## config.mk

```make
export PLATFORM = sky130hd
export DESIGN_NAME = shelf_rect_allocator_flat
export DESIGN_NICKNAME = d
export VERILOG_FILES = /design/src/sv/sac_pkg.sv /design/src/sv/sac_req_if.sv /design/src/sv/sac_rsp_if.sv /design/src/sv/sac_ram.sv /design/src/sv/sac_ctrl.sv /design/src/sv/sac_dpath.sv /design/src/sv/shelf_rect_allocator.sv /design/src/flat_wrapper.sv
export SDC_FILE = /design/constraint.sdc
export NUM_CORES = 2
export LEC_CHECK = 0
export ABC_CLOCK_PERIOD_IN_PS = 19450
export BUFFER_PORTS_ARGS = -buffer_cell sky130_fd_sc_hd__buf_2
export CAP_MARGIN = 20
export CORE_MARGIN = 2
export CORE_UTILIZATION = 45
export CTS_BUF_LIST = sky130_fd_sc_hd__clkbuf_8
export DETAILED_ROUTE_END_ITERATION = 10
export SETUP_SLACK_MARGIN = 0.1
export SYNTH_ARGS = -nofsm -noshare
export SYNTH_HDL_FRONTEND = slang
export SYNTH_SLANG_ARGS = --single-unit
```

## constraint.sdc

```tcl
create_clock -name clk -period 19.45 [get_ports clk]
set_input_delay 1.945 -clock clk [delete_from_list [all_inputs] [get_ports clk]]
set_output_delay 1.945 -clock clk [all_outputs]
set_load 0.02 [all_outputs]
```

## src/sv/sac_pkg.sv

```systemverilog
`timescale 1ns / 1ps
// ----------------------------------------------------------------------------
// sac_pkg
// Shared widths, codes and control types of the shelf rectangle allocator.
// ----------------------------------------------------------------------------
package sac_pkg;

  localparam int SIDE_W    = 13;  // request sides, atlas sides, shelf height and used width
  localparam int TOP_W     = 13;  // stored shelf top row
  localparam int Y_W       = 15;  // next free row, may run past the atlas
  localparam int POS_W     = 12;
  localparam int OUT_IDX_W = 6;
  localparam int CFG_IDX_W = 1;

  localparam logic [CFG_IDX_W-1:0] CFG_ATLAS_WIDTH  = 1'b0;
  localparam logic [CFG_IDX_W-1:0] CFG_ATLAS_HEIGHT = 1'b1;

  localparam logic ACT_CLEAR = 1'b1;

  localparam logic [SIDE_W-1:0] SIDE_RESET = 13'd1024;

  typedef enum logic [2:0] {
    S_IDLE,
    S_DECIDE,
    S_SCAN,
    S_PLACE,
    S_OPEN,
    S_RESULT
  } state_t;

  typedef struct packed {
    logic accept;
    logic do_clear;
    logic scan_start;
    logic scan_step;
    logic do_place;
    logic do_open;
    logic load_out;
  } ctrl_cmd_t;

  typedef struct packed {
    logic is_clear;
    logic reject;
    logic no_shelves;
    logic hit;
    logic miss;
  } dp_status_t;

endpackage

```

## src/sv/sac_req_if.sv

```systemverilog
`timescale 1ns / 1ps
// ----------------------------------------------------------------------------
// sac_req_if
// Request channel: allocate or clear items with valid/ready handshake.
// ----------------------------------------------------------------------------
interface sac_req_if;
  import sac_pkg::*;

  logic              valid;
  logic              ready;
  logic              action;
  logic [SIDE_W-1:0] rect_width;
  logic [SIDE_W-1:0] rect_height;

  modport source (output valid, action, rect_width, rect_height, input ready);
  modport sink   (input valid, action, rect_width, rect_height, output ready);

endinterface

```

## src/sv/sac_rsp_if.sv

```systemverilog
`timescale 1ns / 1ps
// ----------------------------------------------------------------------------
// sac_rsp_if
// Result channel: placement of one item with valid/ready handshake.
// ----------------------------------------------------------------------------
interface sac_rsp_if;
  import sac_pkg::*;

  logic                 valid;
  logic                 ready;
  logic                 placed;
  logic [POS_W-1:0]     pos_x;
  logic [POS_W-1:0]     pos_y;
  logic [OUT_IDX_W-1:0] shelf_index;
  logic                 now_full;

  modport source (output valid, placed, pos_x, pos_y, shelf_index, now_full, input ready);
  modport sink   (input valid, placed, pos_x, pos_y, shelf_index, now_full, output ready);

endinterface

```

## src/sv/sac_ram.sv

```systemverilog
`timescale 1ns / 1ps
// ----------------------------------------------------------------------------
// sac_ram
// Generic simple dual port RAM, one write and one registered read port.
// ----------------------------------------------------------------------------
module sac_ram #(
  parameter int WIDTH = 8,
  parameter int DEPTH = 16
) (
  input  logic                                  clk,
  input  logic                                  we,
  input  logic [(DEPTH > 1 ? $clog2(DEPTH) : 1)-1:0] waddr,
  input  logic [WIDTH-1:0]                      wdata,
  input  logic [(DEPTH > 1 ? $clog2(DEPTH) : 1)-1:0] raddr,
  output logic [WIDTH-1:0]                      rdata
);

  logic [WIDTH-1:0] mem [DEPTH];

  always_ff @(posedge clk) begin
    if (we) begin
      mem[waddr] <= wdata;
    end
    rdata <= mem[raddr];
  end

endmodule

```

## src/sv/sac_ctrl.sv

```systemverilog
`timescale 1ns / 1ps
// ----------------------------------------------------------------------------
// sac_ctrl
// Sequencer: decides, scans shelves, places or opens a shelf, hands off item.
// ----------------------------------------------------------------------------
module sac_ctrl (
  input  logic                   clk,
  input  logic                   rst,
  input  logic                   in_valid,
  output logic                   in_ready,
  output logic                   out_valid,
  input  logic                   out_ready,
  input  sac_pkg::dp_status_t    status,
  output sac_pkg::ctrl_cmd_t     cmd
);
  import sac_pkg::*;

  state_t state;
  state_t state_next;
  logic   out_valid_next;
  logic   out_space;

  assign out_space = !out_valid || out_ready;
  assign in_ready  = (state == S_IDLE);

  always_ff @(posedge clk) begin
    if (rst) begin
      state     <= S_IDLE;
      out_valid <= 1'b0;
    end else begin
      state     <= state_next;
      out_valid <= out_valid_next;
    end
  end

  always_comb begin
    out_valid_next = out_valid;
    if (cmd.load_out) begin
      out_valid_next = 1'b1;
    end else if (out_ready) begin
      out_valid_next = 1'b0;
    end
  end

  // next state
  always_comb begin
    state_next = state;
    case (state)
      S_IDLE: begin
        if (in_valid) state_next = S_DECIDE;
      end
      S_DECIDE: begin
        if (status.is_clear || status.reject) state_next = S_RESULT;
        else if (status.no_shelves)           state_next = S_OPEN;
        else                                  state_next = S_SCAN;
      end
      S_SCAN: begin
        if (status.hit)       state_next = S_PLACE;
        else if (status.miss) state_next = S_OPEN;
      end
      S_PLACE:  state_next = S_RESULT;
      S_OPEN:   state_next = S_RESULT;
      S_RESULT: begin
        if (out_space) state_next = S_IDLE;
      end
      default:  state_next = S_IDLE;
    endcase
  end

  // commands
  always_comb begin
    cmd = '0;
    case (state)
      S_IDLE:   cmd.accept = in_valid;
      S_DECIDE: begin
        if (status.is_clear) begin
          cmd.do_clear = 1'b1;
        end else if (!status.reject && !status.no_shelves) begin
          cmd.scan_start = 1'b1;
        end
      end
      S_SCAN:   cmd.scan_step = 1'b1;
      S_PLACE:  cmd.do_place  = 1'b1;
      S_OPEN:   cmd.do_open   = 1'b1;
      S_RESULT: cmd.load_out  = out_space;
      default:  cmd = '0;
    endcase
  end

endmodule

```

## src/sv/sac_dpath.sv

```systemverilog
`timescale 1ns / 1ps
// ----------------------------------------------------------------------------
// sac_dpath
// Shelf table, scan compare, shelf opening, atlas settings and result register.
// ----------------------------------------------------------------------------
module sac_dpath #(
  parameter int MAX_SHELVES = 64,
  parameter int MAX_SIDE    = 4096
) (
  input  logic                            clk,
  input  logic                            rst,
  input  logic                            cfg_we,
  input  logic [sac_pkg::CFG_IDX_W-1:0]   cfg_index,
  input  logic [sac_pkg::SIDE_W-1:0]      cfg_data,
  input  logic                            action,
  input  logic [sac_pkg::SIDE_W-1:0]      rect_width,
  input  logic [sac_pkg::SIDE_W-1:0]      rect_height,
  input  sac_pkg::ctrl_cmd_t              cmd,
  output sac_pkg::dp_status_t             status,
  output logic                            placed,
  output logic [sac_pkg::POS_W-1:0]       pos_x,
  output logic [sac_pkg::POS_W-1:0]       pos_y,
  output logic [sac_pkg::OUT_IDX_W-1:0]   shelf_index,
  output logic                            now_full
);
  import sac_pkg::*;

  localparam int IDX_W  = (MAX_SHELVES > 1) ? $clog2(MAX_SHELVES) : 1;
  localparam int CNT_W  = $clog2(MAX_SHELVES + 1);
  localparam int WORD_W = TOP_W + 2 * SIDE_W;
  localparam int SIDE_TOP = (1 << SIDE_W) - 1;
  localparam logic [SIDE_W-1:0] SIDE_CAP =
    (MAX_SIDE > SIDE_TOP) ? {SIDE_W{1'b1}} : SIDE_W'(MAX_SIDE);
  localparam logic [CNT_W-1:0] CNT_MAX = CNT_W'(MAX_SHELVES);

  // settings
  logic [SIDE_W-1:0] atlas_width;
  logic [SIDE_W-1:0] atlas_height;
  logic [SIDE_W-1:0] aw;
  logic [SIDE_W-1:0] ah;

  // latched request
  logic              req_action;
  logic [SIDE_W-1:0] req_w;
  logic [SIDE_W-1:0] req_h;

  // allocator state
  logic [CNT_W-1:0]  shelf_count;
  logic              atlas_full;
  logic [Y_W-1:0]    open_y;

  // scan
  logic [CNT_W-1:0]  scan_addr;
  logic              pend;
  logic [IDX_W-1:0]  pend_idx;
  logic [IDX_W-1:0]  hit_idx;
  logic [TOP_W-1:0]  hit_top;
  logic [SIDE_W-1:0] hit_tall;
  logic [SIDE_W-1:0] hit_used;

  // result
  logic              res_placed;
  logic [TOP_W-1:0]  res_x;
  logic [TOP_W-1:0]  res_y;
  logic [IDX_W-1:0]  res_idx;

  // shelf memory word: top, height, used width
  logic              ram_we;
  logic [IDX_W-1:0]  ram_waddr;
  logic [WORD_W-1:0] ram_wdata;
  logic [WORD_W-1:0] ram_rdata;
  logic [TOP_W-1:0]  rd_top;
  logic [SIDE_W-1:0] rd_tall;
  logic [SIDE_W-1:0] rd_used;

  logic              fit;
  logic              hit;
  logic [Y_W:0]      open_bottom;
  logic              open_fits;
  logic              open_ok;

  assign aw = (atlas_width  > SIDE_CAP) ? SIDE_CAP : atlas_width;
  assign ah = (atlas_height > SIDE_CAP) ? SIDE_CAP : atlas_height;

  assign {rd_top, rd_tall, rd_used} = ram_rdata;

  assign fit = (rd_tall >= req_h) &&
               (({1'b0, rd_used} + {1'b0, req_w}) < {1'b0, aw});
  assign hit = pend && fit;

  assign open_bottom = {1'b0, open_y} + (Y_W + 1)'(req_h);
  assign open_fits   = open_bottom < (Y_W + 1)'(ah);
  assign open_ok     = open_fits && (shelf_count != CNT_MAX);

  assign status.is_clear   = (req_action == ACT_CLEAR);
  assign status.reject     = atlas_full || (req_w > aw) || (req_h > ah);
  assign status.no_shelves = (shelf_count == '0);
  assign status.hit        = hit;
  assign status.miss       = !hit && (scan_addr == shelf_count);

  always_comb begin
    ram_we    = 1'b0;
    ram_waddr = shelf_count[IDX_W-1:0];
    ram_wdata = {open_y[TOP_W-1:0], req_h, req_w + SIDE_W'(1)};
    if (cmd.do_place) begin
      ram_we    = 1'b1;
      ram_waddr = hit_idx;
      ram_wdata = {hit_top, hit_tall, hit_used + req_w + SIDE_W'(1)};
    end else if (cmd.do_open && open_ok) begin
      ram_we = 1'b1;
    end
  end

  sac_ram #(
    .WIDTH (WORD_W),
    .DEPTH (MAX_SHELVES)
  ) u_shelf_ram (
    .clk   (clk),
    .we    (ram_we),
    .waddr (ram_waddr),
    .wdata (ram_wdata),
    .raddr (scan_addr[IDX_W-1:0]),
    .rdata (ram_rdata)
  );

  always_ff @(posedge clk) begin
    if (rst) begin
      atlas_width  <= SIDE_RESET;
      atlas_height <= SIDE_RESET;
    end else if (cfg_we) begin
      case (cfg_index)
        CFG_ATLAS_WIDTH:  atlas_width  <= cfg_data;
        CFG_ATLAS_HEIGHT: atlas_height <= cfg_data;
        default: ;
      endcase
    end
  end

  always_ff @(posedge clk) begin
    if (rst) begin
      shelf_count <= '0;
      atlas_full  <= 1'b0;
      open_y      <= '0;
      pend        <= 1'b0;
    end else begin
      if (cmd.do_clear) begin
        shelf_count <= '0;
        atlas_full  <= 1'b0;
        open_y      <= '0;
      end
      if (cmd.do_open) begin
        if (!open_fits) begin
          atlas_full <= 1'b1;
        end else if (open_ok) begin
          shelf_count <= shelf_count + CNT_W'(1);
          open_y      <= open_bottom[Y_W-1:0] + Y_W'(1);
        end
      end
      if (cmd.scan_start) begin
        pend <= 1'b0;
      end else if (cmd.scan_step) begin
        pend <= (scan_addr != shelf_count);
      end
    end
  end

  always_ff @(posedge clk) begin
    if (cmd.accept) begin
      req_action <= action;
      req_w      <= rect_width;
      req_h      <= rect_height;
      res_placed <= 1'b0;
      res_x      <= '0;
      res_y      <= '0;
      res_idx    <= '0;
    end
    if (cmd.scan_start) begin
      scan_addr <= '0;
    end else if (cmd.scan_step) begin
      // one read issued per cycle, its data compared in the next
      if (scan_addr != shelf_count) begin
        scan_addr <= scan_addr + CNT_W'(1);
        pend_idx  <= scan_addr[IDX_W-1:0];
      end
      if (hit) begin
        hit_idx  <= pend_idx;
        hit_top  <= rd_top;
        hit_tall <= rd_tall;
        hit_used <= rd_used;
      end
    end
    if (cmd.do_place) begin
      res_placed <= 1'b1;
      res_x      <= hit_used;
      res_y      <= hit_top;
      res_idx    <= hit_idx;
    end
    if (cmd.do_open && open_ok) begin
      res_placed <= 1'b1;
      res_x      <= '0;
      res_y      <= open_y[TOP_W-1:0];
      res_idx    <= shelf_count[IDX_W-1:0];
    end
    if (cmd.load_out) begin
      placed      <= res_placed;
      pos_x       <= res_x[POS_W-1:0];
      pos_y       <= res_y[POS_W-1:0];
      shelf_index <= OUT_IDX_W'(res_idx);
      now_full    <= atlas_full;
    end
  end

endmodule

```

## src/sv/shelf_rect_allocator.sv

```systemverilog
`timescale 1ns / 1ps
// ----------------------------------------------------------------------------
// shelf_rect_allocator
// First-fit shelf allocator for a 2D texture atlas.
// ----------------------------------------------------------------------------
// One item at a time. A clear, or an allocate that is rejected at once (atlas
// full or rectangle larger than the atlas), goes from the decide state straight
// to the result state. An allocate scans the open shelves up to the first one
// that fits and places the item there, or tries to open a new shelf when none
// fits or no shelf is open yet; the shelf table sits in one memory read one
// entry per cycle, up to MAX_SHELVES entries. A clear takes effect at once
// through the shelf count, with no sweep of the memory. The result sits in an
// output register, so the next item is taken while it waits. Atlas width and
// height are written through cfg_we / cfg_index / cfg_data; the user must write
// them only while the block is idle, which the block itself does not enforce.
// ----------------------------------------------------------------------------
module shelf_rect_allocator #(
  parameter int MAX_SHELVES = 64,
  parameter int MAX_SIDE    = 4096
) (
  input  logic                          clk,
  input  logic                          rst,
  input  logic                          cfg_we,
  input  logic [sac_pkg::CFG_IDX_W-1:0] cfg_index,
  input  logic [sac_pkg::SIDE_W-1:0]    cfg_data,
  sac_req_if.sink                       req,
  sac_rsp_if.source                     rsp
);
  import sac_pkg::*;

  ctrl_cmd_t  cmd;
  dp_status_t status;

  sac_ctrl u_ctrl (
    .clk       (clk),
    .rst       (rst),
    .in_valid  (req.valid),
    .in_ready  (req.ready),
    .out_valid (rsp.valid),
    .out_ready (rsp.ready),
    .status    (status),
    .cmd       (cmd)
  );

  sac_dpath #(
    .MAX_SHELVES (MAX_SHELVES),
    .MAX_SIDE    (MAX_SIDE)
  ) u_dpath (
    .clk         (clk),
    .rst         (rst),
    .cfg_we      (cfg_we),
    .cfg_index   (cfg_index),
    .cfg_data    (cfg_data),
    .action      (req.action),
    .rect_width  (req.rect_width),
    .rect_height (req.rect_height),
    .cmd         (cmd),
    .status      (status),
    .placed      (rsp.placed),
    .pos_x       (rsp.pos_x),
    .pos_y       (rsp.pos_y),
    .shelf_index (rsp.shelf_index),
    .now_full    (rsp.now_full)
  );

endmodule

```

## src/flat_wrapper.sv

```systemverilog
// flat-port wrapper written by rule: the top's interface ports become plain ports
module shelf_rect_allocator_flat import sac_pkg::*;
#(
  parameter int MAX_SHELVES = 64,
  parameter int MAX_SIDE    = 4096
)
  (clk, rst, cfg_we, cfg_index, cfg_data, req_valid, req_action, req_rect_width, req_rect_height, req_ready, rsp_valid, rsp_placed, rsp_pos_x, rsp_pos_y, rsp_shelf_index, rsp_now_full, rsp_ready);
  sac_req_if req_i ();
  sac_rsp_if rsp_i ();
  input  logic clk;
  input  logic rst;
  input  logic cfg_we;
  input  logic [sac_pkg::CFG_IDX_W-1:0] cfg_index;
  input  logic [sac_pkg::SIDE_W-1:0] cfg_data;
  input wire logic [$bits(req_i.valid)-1:0] req_valid;
  input wire logic [$bits(req_i.action)-1:0] req_action;
  input wire logic [$bits(req_i.rect_width)-1:0] req_rect_width;
  input wire logic [$bits(req_i.rect_height)-1:0] req_rect_height;
  output wire logic [$bits(req_i.ready)-1:0] req_ready;
  output wire logic [$bits(rsp_i.valid)-1:0] rsp_valid;
  output wire logic [$bits(rsp_i.placed)-1:0] rsp_placed;
  output wire logic [$bits(rsp_i.pos_x)-1:0] rsp_pos_x;
  output wire logic [$bits(rsp_i.pos_y)-1:0] rsp_pos_y;
  output wire logic [$bits(rsp_i.shelf_index)-1:0] rsp_shelf_index;
  output wire logic [$bits(rsp_i.now_full)-1:0] rsp_now_full;
  input wire logic [$bits(rsp_i.ready)-1:0] rsp_ready;
  assign req_i.valid = req_valid;
  assign req_i.action = req_action;
  assign req_i.rect_width = req_rect_width;
  assign req_i.rect_height = req_rect_height;
  assign req_ready = req_i.ready;
  assign rsp_valid = rsp_i.valid;
  assign rsp_placed = rsp_i.placed;
  assign rsp_pos_x = rsp_i.pos_x;
  assign rsp_pos_y = rsp_i.pos_y;
  assign rsp_shelf_index = rsp_i.shelf_index;
  assign rsp_now_full = rsp_i.now_full;
  assign rsp_i.ready = rsp_ready;
  shelf_rect_allocator #(.MAX_SHELVES(MAX_SHELVES), .MAX_SIDE(MAX_SIDE)) u_core (.clk(clk), .rst(rst), .cfg_we(cfg_we), .cfg_index(cfg_index), .cfg_data(cfg_data), .req(req_i), .rsp(rsp_i));
endmodule
```

# Yosys cells after proc, flatten, opt, wreduce, memory -nomap -nowiden
# Memories as Yosys holds them, arrays and structs flattened. A register that Yosys moved wholly into a read port is not among the register bits.
# Cells that the tools add are included.
# W data, S select, Z words.
# op_classes
addsub	8
n_lt_le_gt_ge	7
n_eq_ne	11
n_mux	44
bitwise_logic	2
n_reduce_logical	28
# op_table
op	n
$mux W15	4
$mux W12	4
$mux W39	1
$mux W7	4
$add A13 B1 Y13 const B	2
$gt A13 B13 Y1	2
$gt A13 B13 Y1 const B	2
$mux W13	2
$mux W6	4
$mux W3	6
$mux W1	17
$add A15 B13 Y16	1
$lt A16 B13 Y1	1
$add A15 B1 Y15 const B	1
$pmux W3 S5	1
$add A13 B13 Y14	1
$add A7 B1 Y7 const B	2
$lt A14 B13 Y1	1
$add A13 B13 Y13	1
$ge A13 B13 Y1	1
$reduce_and A3 Y1	3
$eq A7 B7 Y1	1
$logic_not A7 Y1	1
$ne A7 B7 Y1	1
16 further kinds	36
# totals
reg_bits	202
ram_bits	2496
input_bits	46
elab_cells	127
memories	1
# memory_table
memory	words	word_bits	rd	rd_ports_with_merged_regs	write_ports	line_no	source
u_core.u_dpath.u_shelf_ram.mem	64	39	1	1	1	sac_ram.sv:18	logic [WIDTH-1:0] mem [DEPTH];

# Longest topological paths before layout
# logic_depth
ltp_word	14
ltp_mapped	21
mapped_depth_nobuf	18

# Hierarchy
# From an unflattened synthesis, not the netlist that was laid out.
# hier_totals
cells_unflattened	5224
area_unflattened_um2	106876.3
# by_module_without_submodules
module	instances	cells_each	area_per_inst_um2	seq_area_each_um2
sac_ram	1	4059	95352.7	75732.6
sac_dpath	1	1123	11204.5	5245.0
sac_ctrl	1	42	319.1	80.1

# Worst setup path after synthesis
# OpenSTA, ideal clock, no wires.
# synth_path
path_type	register -> register
start	reg u_core.u_dpath.req_w[1]
end	reg u_core.u_dpath.hit_idx[0], enable pin
arrival_time_ns	7.712
required_time_ns	18.895
setup_slack_ns	11.183
stages_incl_launch_ff	16
n_path_buf	0
synth_period_minus_slack_ns	8.267
cell_sequence	edfxtp_1 > ha_1 > a21o_1 > a21oi_1 > o21ai_0 > o41ai_1 > o21a_1 > o21bai_1 > a21oi_1 > xnor2_1 > ha_1 > a211o_1 > a2111oi_0 > o31a_1 > nor3_1 > nor4_1
# synth_between
elab_chain_len	10
# synth_rtl
item	line_no	source
from (decl)	sac_dpath.sv:44	logic [SIDE_W-1:0] req_w;
from (signal assigned)	sac_dpath.sv:170	req_w <= rect_width;
branches (longest 9 deep; another with $add A13 B13 Y14)	n/a	
$reduce_and A3 Y1 (no line) *	n/a	
to (signal assigned)	sac_dpath.sv:186	hit_idx <= pend_idx;
to (decl)	sac_dpath.sv:56	logic [IDX_W-1:0] hit_idx;
# Mark *: on every way between the ends.
# A chain may end at the register's enable or synchronous reset.

# Worst setup path in the final report
# layout_path
start	reg u_core.u_dpath.req_h[0]
end	mem u_core.u_dpath.u_shelf_ram.mem[24][30] (netlist bit), enable pin
# layout_between
elab_chain_len	8
# layout_rtl
item	line_no	source
from (decl)	sac_dpath.sv:45	logic [SIDE_W-1:0] req_h;
from (signal assigned)	sac_dpath.sv:171	req_h <= rect_height;
$add A15 B13 Y16	sac_dpath.sv:91	assign open_bottom = {1'b0, open_y} + (Y_W + 1)'(req_h);
$lt A16 B13 Y1	sac_dpath.sv:92	assign open_fits = open_bottom < (Y_W + 1)'(ah);
$logic_and A1 B1 Y1	sac_dpath.sv:93	assign open_ok = open_fits && (shelf_count != CNT_MAX);
$logic_and A1 B1 Y1	sac_dpath.sv:109	end else if (cmd.do_open && open_ok) begin
$mux W1	sac_dpath.sv:109	
$mux W1	sac_dpath.sv:105	if (cmd.do_place) begin
$mux W1	sac_ram.sv:21	if (we) begin
$mux W1 (not written as such)	sac_ram.sv:22	mem[waddr] <= wdata;
to (decl)	sac_ram.sv:18	
# Every way passes these cells.

==> reports/qor.yml <==
post_cts_buffers: 0
ir_worst_vdd_mv: 0.0659
synth_xor_area_share_pct: 0.478
post_drt_wl_per_cell_um: 30.3
setup_violations: 0
final.period_utilization_pct: 32.2
layout-drive-gt1-share_pct: 31.0
startpoint_type: "register"
p_int_mw: 8.69
yosysUniqueCellTypes: 79
cp_cell_sequence: "ha_1 -> inv_1 -> fa_1 -> nor2b_1 -> o2111a_1 -> or3_1 -> a2111oi_0 -> or3b_1 -> ha_1 -> nand4_1 -> inv_1 -> a221oi_1 -> o21ai_0 -> a21oi_1 -> and4_1 -> a32oi_4 -> buf_4 -> nor3_2 -> buf_4"
yosysSeqAreaShare_pct: 75.7
cts.path.max_buffers: 4
hp-start: "u_core.u_dpath.pend_idx[2]"
clk_latency_ns: 1.14
p_seq_share_pct: 57.3
ys_warn_count: 0
route.top_layer_used: "met4"
grt_max_degree: 117
maxSlewViolCount: 0
final_cells: 8479
area_growth_pct: 12.4
nFillCells: 18100
clock.fmax_mhz: 160
placedCellCount: 7714
grt_pass1_wl_mm: 368
cts.htree.levels: 5
overflow: 0
synth_edf_count: 2559
synth_simple_gate_area_share_pct: 2.23
p_clk_share_pct: 39.3
detail-route-antenna-nets: 0
wl_met2_mm: 123
fin_nets: 5281
clock-root-buffer: "clkbuf_8"
synth-seq-cells: 2671
port_buffers: 79
synth_mux_area_share_pct: 17.3
first_pass_iters: 6
clock_sinks: 2671
routed_wl_mm: 257
synth-adder-area-share_pct: 1.33
cp.arrival_ns: 6.93
drt_iter0_markers: 5301
grt_setup_unrepaired: "no"
holdBufCountCts: 0
wirelength_met1_mm: 111
required_ns: 20.12
die_x_um: 486
track_usage_pct: 21.7
critical_path_class: "register to register"
cp_slowest_stage_delay_ns: 0.73
p_per_area_nw_per_um2: 95.0
worst-path-max-fanout: 33
slew_headroom_pct: 28.1
synth_compound_area_share_pct: 1.87
grt_pass1_vias: 50800
syn_inst: 4690
syn_area_per_cell_um2: 22.3
cts.reportedPaths.clkPinSlew_ns: 0.07
rows: 176
worst_slew_pin_slew_ns: 1.07
p_leak_nw: 37.1
dr_total_vias: 50200
fin_util_pct: 50.9
core_um2: 231000
cp-end-kind: "register"
floorplan.initialDensity_pct: 45.3
dp.final_hpwl_mm: 154
cts_tree: "done"
fin_crit_ns: 6.26
cpMaxStageDelayCell: "nor3_2"
switchingPower_mw: 2.47
hold_slack_ns: 0.413
wl_met3_mm: 17.8
drc_errors: 0
pwr-share-comb_pct: 3.4
die_h_um: 486
status: "finished, final reports clean"
gp_congestion: 0.834
switching_share_pct: 22.1
cts_buffers: 436
ctsResizeCount: 0
syn_area_um2: 105000
vias_per_cell: 5.92
ios: 80
syn-num-nets: 4845
cap_violations: 0
hold_path_class: "register to register"
die_area_um2: 236000
synth_top_family_by_area: "multiplexers"
reg2reg_from: "u_core.u_dpath.req_h[0]"
crit_start: "u_core.u_dpath.req_h[0]"
grt_antenna_before_repair: 18
finalHoldViolCount: 0
ys.flop_type: "edfxtp_1"
synthArstFlopShare_pct: 0
fin_worst_skew_ns: 0.118
finalSetupTns_ns: 0
## Yosys cell counts (14+ instances only)
master | count | share of area (%)
ha_1 | 106 | 1.3
nor3_2 | 25 | 0.24
nor3_1 | 50 | 0.24
a21o_1 | 23 | 0.17
nor2_1 | 48 | 0.17
nand3_1 | 40 | 0.19
a22o_1 | 15 | 0.13
nand4_1 | 16 | 0.096
buf_2 | 72 | 0.34
o21ai_0 | 57 | 0.27
clkbuf_1 | 145 | 0.52
nand2_1 | 200 | 0.72
xnor2_1 | 35 | 0.29
a21oi_1 | 91 | 0.44
inv_1 | 51 | 0.18
o21a_1 | 14 | 0.10
edfxtp_1 | 2559 | 74
dfxtp_1 | 112 | 2.1
mux4_2 | 798 | 17
xor2_1 | 22 | 0.18
buf_1 | 17 | 0.061
## layout by cell type (no fill, tap or decap), types with 15 or more instances in the layout
| cell type | n |
|---|---|
| a22o_1 | 15 |
| nor3_2 | 29 |
| dfxtp_1 | 106 |
| clkinv_2 | 37 |
| xnor2_1 | 35 |
| ha_1 | 106 |
| o21ai_0 | 34 |
| nand4_1 | 16 |
| a21oi_1 | 90 |
| xor2_1 | 21 |
| clkbuf_8 | 448 |
| nor3_1 | 21 |
| inv_1 | 182 |
| mux4_2 | 798 |
| edfxtp_1 | 2559 |
| o21ai_4 | 23 |
| buf_2 | 79 |
| a21o_1 | 23 |
| nand2_1 | 188 |
| nand3_1 | 40 |
| nor3_4 | 25 |
| nor2_1 | 37 |
| clkinv_1 | 117 |
| buf_4 | 155 |
## power by group through the flow
| stage | clock network (mW) | logic, mW | registers, mW |
|---|---|---|---|
| 6_report | 4.38 | 0.378 | 6.39 |
| 3_5_place_dp | 0 | 0.379 | 6.51 |
| 5_1_grt | 4.74 | 0.412 | 6.39 |
| 3_3_place_gp | 0 | 0.371 | 6.51 |
| 4_1_cts | 4.50 | 0.380 | 6.39 |
| 2_1_floorplan | 0 | 0.206 | 6.51 |
## logic make-up after synthesis
| logic type | count (synthesis) |
|---|---|
| DFF | 2671 |
| xor gates and xnor gates | 57 |
| buffers and inverters | 292 |
| adders and majority gates | 109 |
| muxes | 804 |
| and+or+nand+nor | 465 |
| AOI/OAI and AO/OA | 292 |
## final cells by class
class / instances / area (um2) / area share, %
diodes: 10 / 25.0 / 0.0213
clock buffers: 448 / 6170 / 5.25
clock inverters: 307 / 1500 / 1.28
inverters: 51 / 191 / 0.163
multi-input cells: 1727 / 25000 / 21.3
flip-flops and latches: 2671 / 79100 / 67.4
well taps: 3026 / 3790 / 3.22
repair buffers: 239 / 1650 / 1.41
## worst max-delay path, delay by kind of cell (launching register included)
family,cells,cell delay [ns]
AOI/OAI and AO/OA,6,1.43
adders and majority gates,3,0.76
buffers and inverters,4,1.00
DFF,1,0.44
and+or+nand+nor,6,2.17
## sequential cells by signal (all words and copies together), names as in the netlist, 6 cells and up
signal	count
u_core.u_dpath.res_idx	6
u_core.u_dpath.shelf_count	7
u_core.u_dpath.atlas_width	13
u_core.u_dpath.scan_addr	7
u_core.u_dpath.pos_y	12
u_core.u_dpath.req_w	13
u_core.u_dpath.hit_used	13
u_core.u_dpath.hit_top	12
u_core.u_dpath.res_y	12
u_core.u_dpath.req_h	13
u_core.u_dpath.res_x	12
u_core.u_dpath.open_y	15
u_core.u_dpath.pos_x	12
u_core.u_dpath.u_shelf_ram.mem	2432
u_core.u_dpath.atlas_height	13
u_core.u_dpath.pend_idx	6
u_core.u_dpath.u_shelf_ram.rdata	38
u_core.u_dpath.hit_idx	6
u_core.u_dpath.shelf_index	6
u_core.u_dpath.hit_tall	13
## layer usage
| metal | track usage [%] | up-vias |
|---|---|---|
| li1 | - | 20800 |
| met1 | 32.0 | 27000 |
| met2 | 34.0 | 1980 |
| met3 | 3.66 | 376 |
| met4 | 5.03 | 0 |
| met5 | 0 | - |
## path summary, 6_finish.rpt
kind | end | slack (ns) | depth (start not counted)
min reg2reg | u_core.u_dpath.hit_idx[2] | 0.41 | 0
min | u_core.u_dpath.hit_idx[2] | 0.41 | 0
max reg2reg | u_core.u_dpath.u_shelf_ram.mem[24][30] | 13.19 | 19
max | u_core.u_dpath.u_shelf_ram.mem[24][30] | 13.19 | 19
## through the flow
step	setup slack (ns)	power [mW]	cell area (um2)
floorplan	11.18	6.72	105000
detailed placement	13.22	6.89	110000
CTS	13.19	11.3	117000
finish	13.19	11.2	117000
global route	12.74	11.5	117000
global placement	13.27	6.88	110000
(Power assumes the default switching activity.)
